`src/hdl/ttsv_pkg.sv`:
```
// Types and constants of the track state and digit vote block.
package ttsv_pkg;

  typedef logic [3:0]        digit_t;
  typedef logic [3:0]        count_t;
  typedef logic [1:0]        mode_t;
  typedef logic [2:0]        cfg_index_t;
  typedef logic [15:0]       coord_t;
  typedef logic signed [16:0] pred_t;

  localparam int DIFF_W = 18;
  localparam int SQ_W   = 34;
  localparam int SUM_W  = SQ_W + 1;
  localparam int R2_W   = 32;

  localparam mode_t MODE_NONE  = 2'd0;
  localparam mode_t MODE_NEW   = 2'd1;
  localparam mode_t MODE_TRACK = 2'd2;
  localparam mode_t MODE_LOST  = 2'd3;

  localparam digit_t DIGIT_NONE = 4'd0;
  localparam count_t CNT_MAX    = 4'd15;

  localparam cfg_index_t REG_CONFIRM_HITS   = 3'd0;
  localparam cfg_index_t REG_LOST_LIMIT     = 3'd1;
  localparam cfg_index_t REG_JUMP_RADIUS    = 3'd2;
  localparam cfg_index_t REG_VOTE_THRESHOLD = 3'd3;

  localparam count_t CONFIRM_HITS_RST   = 4'd3;
  localparam count_t LOST_LIMIT_RST     = 4'd8;
  localparam coord_t JUMP_RADIUS_RST    = 16'd2400;
  localparam count_t VOTE_THRESHOLD_RST = 4'd3;

endpackage

```
`src/hdl/target_track_state_and_vote.sv`:
```
// Track state machine with consecutive-hit confirmation and sliding-window digit vote.
//
//   channel | direction | handshake                 | payload
//   cfg     | in        | cfg_valid_i / cfg_ready_o | cfg_index_i, cfg_data_i
//   in      | in        | in_valid_i / in_ready_o   | found, centers, predictions, raw digit
//   out     | out       | out_valid_o / out_ready_i | track_state, stable_digit, flags
//
// One item per cycle while results are taken; a result passes the input register, the
// squared-distance register and the result register before it shows on the output.
// The state update and window vote sit in the last stage, so items follow back to back.
// Reset clears control state only; no clearing pass, the window is tracked by a fill count.
// A result not taken holds the last stage; earlier stages keep filling empty slots.
module target_track_state_and_vote #(
  parameter int WINDOW_LEN    = 5,
  parameter int DIGIT_CLASSES = 8
) (
  input  logic                 clk_i,
  input  logic                 rst_ni,
  input  logic                 cfg_valid_i,
  output logic                 cfg_ready_o,
  input  ttsv_pkg::cfg_index_t cfg_index_i,
  input  logic [15:0]          cfg_data_i,
  input  logic                 in_valid_i,
  output logic                 in_ready_o,
  input  logic                 found_i,
  input  ttsv_pkg::coord_t     center_x_i,
  input  ttsv_pkg::coord_t     center_y_i,
  input  ttsv_pkg::pred_t      predicted_x_i,
  input  ttsv_pkg::pred_t      predicted_y_i,
  input  ttsv_pkg::digit_t     raw_digit_i,
  output logic                 out_valid_o,
  input  logic                 out_ready_i,
  output ttsv_pkg::mode_t      track_state_o,
  output ttsv_pkg::digit_t     stable_digit_o,
  output logic                 filter_reinit_o,
  output logic                 motion_reset_o
);
  import ttsv_pkg::*;

  localparam int FILL_W = $clog2(WINDOW_LEN + 1);

  // configuration
  count_t              confirm_hits_q, lost_limit_q, vote_thr_q;
  coord_t              jump_radius_q;
  logic [R2_W-1:0]     r2_q;

  // stage 1: input register
  logic                v1_q, found1_q;
  coord_t              cx1_q, cy1_q;
  pred_t               px1_q, py1_q;
  digit_t              dig1_q;
  logic signed [DIFF_W-1:0] dx, dy;
  logic signed [2*DIFF_W-1:0] prod_x, prod_y;

  // stage 2: squared distance
  logic                v2_q, found2_q;
  digit_t              dig2_q;
  logic [SQ_W-1:0]     sqx_q, sqy_q;
  logic [SUM_W-1:0]    d2;
  logic                far;

  // stage 3: track state and result
  logic                out_valid_q;
  mode_t               mode_q, mode_d;
  count_t              hit_q, hit_d, miss_q, miss_d, hit_base, miss_inc;
  logic [FILL_W-1:0]   fill_q, fill_d, fill_base, fill_new;
  digit_t              conf_q, conf_d, conf_base, conf_vote;
  digit_t              win_q   [WINDOW_LEN];
  digit_t              win_d   [WINDOW_LEN];
  digit_t              win_new [WINDOW_LEN];
  logic                reinit_q, reinit_d, mreset_q, mreset_d;
  logic                jump, dig_ok;

  logic                in_acc, adv2, adv3, rdy2, rdy3;

  assign rdy3       = !out_valid_q || out_ready_i;
  assign rdy2       = !v2_q || rdy3;
  assign in_ready_o = !v1_q || rdy2;
  assign in_acc     = in_valid_i && in_ready_o;
  assign adv2       = v1_q && rdy2;
  assign adv3       = v2_q && rdy3;
  assign cfg_ready_o = 1'b1;

  // ---------------- configuration ----------------
  always_ff @(posedge clk_i or negedge rst_ni) begin
    if (!rst_ni) begin
      confirm_hits_q <= CONFIRM_HITS_RST;
      lost_limit_q   <= LOST_LIMIT_RST;
      jump_radius_q  <= JUMP_RADIUS_RST;
      vote_thr_q     <= VOTE_THRESHOLD_RST;
    end else if (cfg_valid_i) begin
      unique case (cfg_index_i)
        REG_CONFIRM_HITS:   confirm_hits_q <= cfg_data_i[3:0];
        REG_LOST_LIMIT:     lost_limit_q   <= cfg_data_i[3:0];
        REG_JUMP_RADIUS:    jump_radius_q  <= cfg_data_i;
        REG_VOTE_THRESHOLD: vote_thr_q     <= cfg_data_i[3:0];
        default: ;
      endcase
    end
  end

  // radius squared, refreshed every cycle
  always_ff @(posedge clk_i) begin
    r2_q <= R2_W'(jump_radius_q) * R2_W'(jump_radius_q);
  end

  // ---------------- stage 1 ----------------
  always_ff @(posedge clk_i or negedge rst_ni) begin
    if (!rst_ni) begin
      v1_q <= 1'b0;
    end else if (in_acc) begin
      v1_q <= 1'b1;
    end else if (adv2) begin
      v1_q <= 1'b0;
    end
  end

  always_ff @(posedge clk_i) begin
    if (in_acc) begin
      found1_q <= found_i;
      cx1_q    <= center_x_i;
      cy1_q    <= center_y_i;
      px1_q    <= predicted_x_i;
      py1_q    <= predicted_y_i;
      dig1_q   <= raw_digit_i;
    end
  end

  assign dx     = $signed({2'b00, cx1_q}) - $signed({px1_q[16], px1_q});
  assign dy     = $signed({2'b00, cy1_q}) - $signed({py1_q[16], py1_q});
  assign prod_x = dx * dx;
  assign prod_y = dy * dy;

  // ---------------- stage 2 ----------------
  always_ff @(posedge clk_i or negedge rst_ni) begin
    if (!rst_ni) begin
      v2_q <= 1'b0;
    end else if (adv2) begin
      v2_q <= 1'b1;
    end else if (adv3) begin
      v2_q <= 1'b0;
    end
  end

  always_ff @(posedge clk_i) begin
    if (adv2) begin
      found2_q <= found1_q;
      dig2_q   <= dig1_q;
      sqx_q    <= prod_x[SQ_W-1:0];
      sqy_q    <= prod_y[SQ_W-1:0];
    end
  end

  assign d2  = {1'b0, sqx_q} + {1'b0, sqy_q};
  assign far = d2 > SUM_W'(r2_q);

  // ---------------- stage 3: vote ----------------
  assign jump      = found2_q && (mode_q == MODE_TRACK) && far;
  assign fill_base = jump ? '0 : fill_q;
  assign conf_base = jump ? DIGIT_NONE : conf_q;
  assign dig_ok    = (dig2_q != DIGIT_NONE) && (dig2_q <= 4'(DIGIT_CLASSES));

  always_comb begin
    if (dig_ok) begin
      win_new[0] = dig2_q;
      for (int i = 1; i < WINDOW_LEN; i++) begin
        win_new[i] = win_q[i-1];
      end
      fill_new = (fill_base < FILL_W'(WINDOW_LEN)) ? fill_base + 1'b1 : fill_base;
    end else begin
      win_new  = win_q;
      fill_new = fill_base;
    end
  end

  // largest class whose count reaches the threshold wins
  always_comb begin
    logic [4:0] cnt;
    conf_vote = conf_base;
    for (int v = 1; v <= DIGIT_CLASSES; v++) begin
      cnt = '0;
      for (int i = 0; i < WINDOW_LEN; i++) begin
        if ((FILL_W'(i) < fill_new) && (win_new[i] == 4'(v))) begin
          cnt = cnt + 5'd1;
        end
      end
      if (cnt >= {1'b0, vote_thr_q}) begin
        conf_vote = 4'(v);
      end
    end
  end

  // ---------------- stage 3: track state ----------------
  assign hit_base = jump ? '0 : hit_q;
  assign miss_inc = (miss_q < CNT_MAX) ? miss_q + 4'd1 : miss_q;

  always_comb begin
    mode_d   = mode_q;
    hit_d    = hit_q;
    miss_d   = miss_q;
    fill_d   = fill_q;
    conf_d   = conf_q;
    win_d    = win_q;
    reinit_d = 1'b0;
    mreset_d = 1'b0;
    if (found2_q) begin
      mreset_d = jump;
      reinit_d = (hit_base == '0);
      hit_d    = (hit_base < CNT_MAX) ? hit_base + 4'd1 : hit_base;
      miss_d   = '0;
      mode_d   = (hit_d >= confirm_hits_q) ? MODE_TRACK : MODE_NEW;
      fill_d   = fill_new;
      conf_d   = conf_vote;
      win_d    = win_new;
    end else begin
      miss_d = miss_inc;
      hit_d  = '0;
      if ((mode_q == MODE_NONE) || (miss_inc > lost_limit_q)) begin
        mode_d   = MODE_NONE;
        fill_d   = '0;
        conf_d   = DIGIT_NONE;
        mreset_d = 1'b1;
      end else begin
        mode_d = MODE_LOST;
      end
    end
  end

  always_ff @(posedge clk_i or negedge rst_ni) begin
    if (!rst_ni) begin
      out_valid_q <= 1'b0;
      mode_q      <= MODE_NONE;
      hit_q       <= '0;
      miss_q      <= '0;
      fill_q      <= '0;
      conf_q      <= DIGIT_NONE;
      reinit_q    <= 1'b0;
      mreset_q    <= 1'b0;
    end else begin
      if (adv3) begin
        out_valid_q <= 1'b1;
        mode_q      <= mode_d;
        hit_q       <= hit_d;
        miss_q      <= miss_d;
        fill_q      <= fill_d;
        conf_q      <= conf_d;
        reinit_q    <= reinit_d;
        mreset_q    <= mreset_d;
      end else if (out_ready_i) begin
        out_valid_q <= 1'b0;
      end
    end
  end

  // window entries past the fill count are never read
  always_ff @(posedge clk_i) begin
    if (adv3) begin
      win_q <= win_d;
    end
  end

  assign out_valid_o     = out_valid_q;
  assign track_state_o   = mode_q;
  assign stable_digit_o  = conf_q;
  assign filter_reinit_o = reinit_q;
  assign motion_reset_o  = mreset_q;

endmodule

```
`config.mk`:
```
export PLATFORM = sky130hd
export DESIGN_NAME = target_track_state_and_vote
export DESIGN_NICKNAME = d
export VERILOG_FILES = /design/src/hdl/ttsv_pkg.sv /design/src/hdl/target_track_state_and_vote.sv
export SDC_FILE = /design/constraint.sdc
export NUM_CORES = 2
export LEC_CHECK = 0
export BUFFER_PORTS_ARGS = -buffer_cell sky130_fd_sc_hd__buf_2
export CAP_MARGIN = 10
export CORE_UTILIZATION = 55
export DETAILED_ROUTE_END_ITERATION = 12
export HOLD_SLACK_MARGIN = 0.05
export PLACE_DENSITY = 0.72
export SLEW_MARGIN = 15
export SYNTH_ARGS = -nofsm -noshare
export SYNTH_HDL_FRONTEND = slang
export SYNTH_SLANG_ARGS = --single-unit
```
`constraint.sdc`:
```
create_clock -name clk_i -period 22.1 [get_ports clk_i]
set_clock_uncertainty 0.15 [all_clocks]
set_input_delay 1.105 -clock clk_i [delete_from_list [all_inputs] [get_ports clk_i]]
set_output_delay 1.105 -clock clk_i [all_outputs]
set_load 0.01 [all_outputs]
```
==> run_results.csv <==
group,metric,value,unit
sta,setup_viol,0,
yosys,ys_types,100,
job,maxCapViolations,0,
layout,fin_area,0.0447,mm^2
hold_path,hp-class,"primary input to asynchronous set/reset pin",
critical_path,critPathCaptureType,"flip-flop",
cts,cts_setup_buffers,0,
run_status,outcome,"complete, no violations",
sta,timing_hold_violations_final,0,
layout,nets,5770,
sta,worst_pin_slew,1.06,ns
sta,tns,0,ns
cts,cts-resized-gates,0,
route,wl_per_cell,16.8,um
cts,cts_htree_levels,1,
floorplan,io_pins,106,
place,gp_congestion,0.916,
layout,multi_input_area,0.0307,mm^2
floorplan,coreArea,0.0749,mm^2
global_routing,antenna_found_initial,0,
cts,clkTransAtPathRegs,0.07,ns
global_routing,first_global_vias,31500,
sta,period_share,0.493,
layout,most-common-layout-cells,"inv_1, fa_1, ha_1",
layout,regArea,0.00675,mm^2
global_routing,grt_use_total,0.250,
layout,fillers,6345,
floorplan,die_height,278,um
cts,clock_path_buffers,3,
global_routing,grt_pass1_wl,156000,um
layout,diodes,0,
route,drt_pre_antenna_iters,6,
critical_path,worstPathRequired,22.26,ns
yosys,synth-seq-cells,243,
sta,max_freq,0.0918,GHz
route,vias_per_cell,5.34,
floorplan,dieArea,0.0775,mm^2
yosys,syn-num-nets,5678,
yosys,ys.flop_type,"edfxtp_1",
layout,final_common_cell,"inv_1",
route,drt-total-wl,91700,um
yosys,synthCells,4391,
route,vias,29200,
critical_path,slowest_delay,0.68,ns
critical_path,critPathKind,"flip-flop to flip-flop",
global_routing,grt_max_degree,72,
yosys,synth_area,0.0420,mm^2
cts,numCtsBuffers,29,
floorplan,die_w,278,um
critical_path,critPathLaunchType,"flip-flop",
route,drc,0,
critical_path,worst-path-max-fanout,13,
cts,cts-root-buf,"clkbuf_16",
critical_path,crit_arrival,11.06,ns
sta,setup_slack,11.20,ns
yosys,yosys_warnings,0,
yosys,synth_seq_area_share,0.161,
sta,period_needed,10.90,ns
sta,slew_violations,0,
sta,relSlewSlack,0.288,
place,place_area,0.0437,mm^2
sta,grt_setup_unrepaired,"no",
place,pre_cts_slack,11.29,ns
route,drt_iter0_drc,1520,
place,dp_hpwl,75700,um
layout,drive_gt1_frac,0.0622,
place,io_buffer_count,104,
floorplan,num_rows,100,
cts,cts_hold_buf,0,
floorplan,start_util,0.560,
cts,clk_latency,0.60,ns
route,drt.antenna.violating_nets,0,
critical_path,cpMaxStageDelayCell,"xor2_1",
cts,cts_tree,"done",
layout,final_util,0.597,
yosys,synth_area_per_cell,9.56,um^2
yosys,synthArstFlopShare,0.206,
cts,cts.sinks,243,
yosys,synth_edf_count,162,
layout,area_delta_synth_final,6.47,%
global_routing,grt_overflow,0,
## final timing paths
kind                            slack [ns]  cells past startpoint                 from                             to
worst max-delay path                 11.20                     35   cy1_q[1]$_DFFE_PP_            sqy_q[33]$_DFFE_PP_
worst min-delay path                  0.18                      1               rst_ni  jump_radius_q[10]$_DFFE_PN0P_
worst max register to register       11.20                     35   cy1_q[1]$_DFFE_PP_            sqy_q[33]$_DFFE_PP_
worst min register to register        0.27                      0  dig1_q[3]$_DFFE_PP_            dig2_q[3]$_DFFE_PP_
max in group asynchronous            20.81                      2               rst_ni      vote_thr_q[0]$_DFFE_PN1P_
min in group clk_i                    0.27                      0  dig1_q[3]$_DFFE_PP_            dig2_q[3]$_DFFE_PP_
## cells by family after synthesis
logic type                 count (synthesis)  share of synthesized area
xor gates and xnor gates                 209                     0.0441
AOI/OAI and AO/OA                        436                     0.0703
muxes                                     57                     0.0147
buffers and inverters                   1210                      0.108
other                                      1                  0.0000893
adders and majority gates               1193                      0.487
DFF                                      243                      0.161
and+or+nand+nor                         1042                      0.115
## layer usage
metal  GRT usage  vias up  part of all wire
li1            -    13800                 -
met1       0.326    14400              0.42
met2       0.432      858              0.49
met3      0.0396      171             0.064
met4      0.0684        0             0.030
met5           0        -                 0
## per-stage QoR
stage / std cells / hold WS, ns
final: 5474 / 0.181
after global placement: 5421 / 0.253
after global routing: 5474 / 0.174
after floorplan: 4391 / 0.214
after detailed placement: 5421 / 0.255
after CTS: 5474 / 0.154
## cells in the mapped netlist, types with 6 or more instances
cell	instances	area (um^2)
inv_1	1121	4210
fa_1	736	14700
ha_1	456	5710
nand2_1	407	1530
nor2_1	283	1060
edfxtp_1	162	4860
xnor2_1	158	1380
a21oi_1	120	601
and2_1	91	569
o21ai_0	72	360
clkbuf_1	70	263
a21o_1	68	510
nand3_1	56	280
xor2_1	49	429
nor3_1	44	220
dfrtp_1	41	1030
nand2b_1	34	213
mux2_2	33	372
dfxtp_1	31	621
nor2b_1	31	194
o21a_1	25	188
mux2i_1	22	220
and3_1	18	113
a211oi_1	14	105
a31oi_1	14	87.6
or3_1	14	87.6
nand4_1	13	81.3
o21bai_1	13	97.6
o211ai_1	10	75.1
dfstp_2	9	236
o21ai_1	9	45.0
clkinv_1	8	30.0
a22o_1	6	52.6
nor4_1	6	37.5
o2111ai_1	6	52.6
o221ai_1	6	52.6
o41ai_1	6	52.6
or2_2	6	37.5
## cell type report
class | instances | share of cell area
multi-input cells | 2938 | 0.687
flip-flops and latches | 243 | 0.151
inverters | 1133 | 0.0951
well taps | 969 | 0.0271
clock buffers | 36 | 0.0185
repair buffers | 138 | 0.0174
clock inverters | 17 | 0.00369
## state kept, by name, indices dropped and copies added, names as in the netlist, 2 cells and up
name            flops
miss_q              4
cx1_q              16
lost_limit_q        4
hit_q               4
fill_q              3
px1_q              17
jump_radius_q      16
sqy_q              33
py1_q              17
track_state_o       2
stable_digit_o      4
sqx_q              33
dig1_q              4
cy1_q              16
r2_q               31
confirm_hits_q      4
vote_thr_q          4
win_q              20
dig2_q              4
## worst max-delay path, delay by kind of cell (launching register included)
kind	cells	cell delay [ns]
AOI/OAI and AO/OA	16	3.63
xor gates and xnor gates	2	1.09
adders and majority gates	8	3.55
buffers and inverters	6	0.75
DFF	1	0.43
and+or+nand+nor	3	1.03
Power is left out: the tool's default activity adds up to more than one toggle a clock period on the data nets, which glitch-free logic cannot reach.
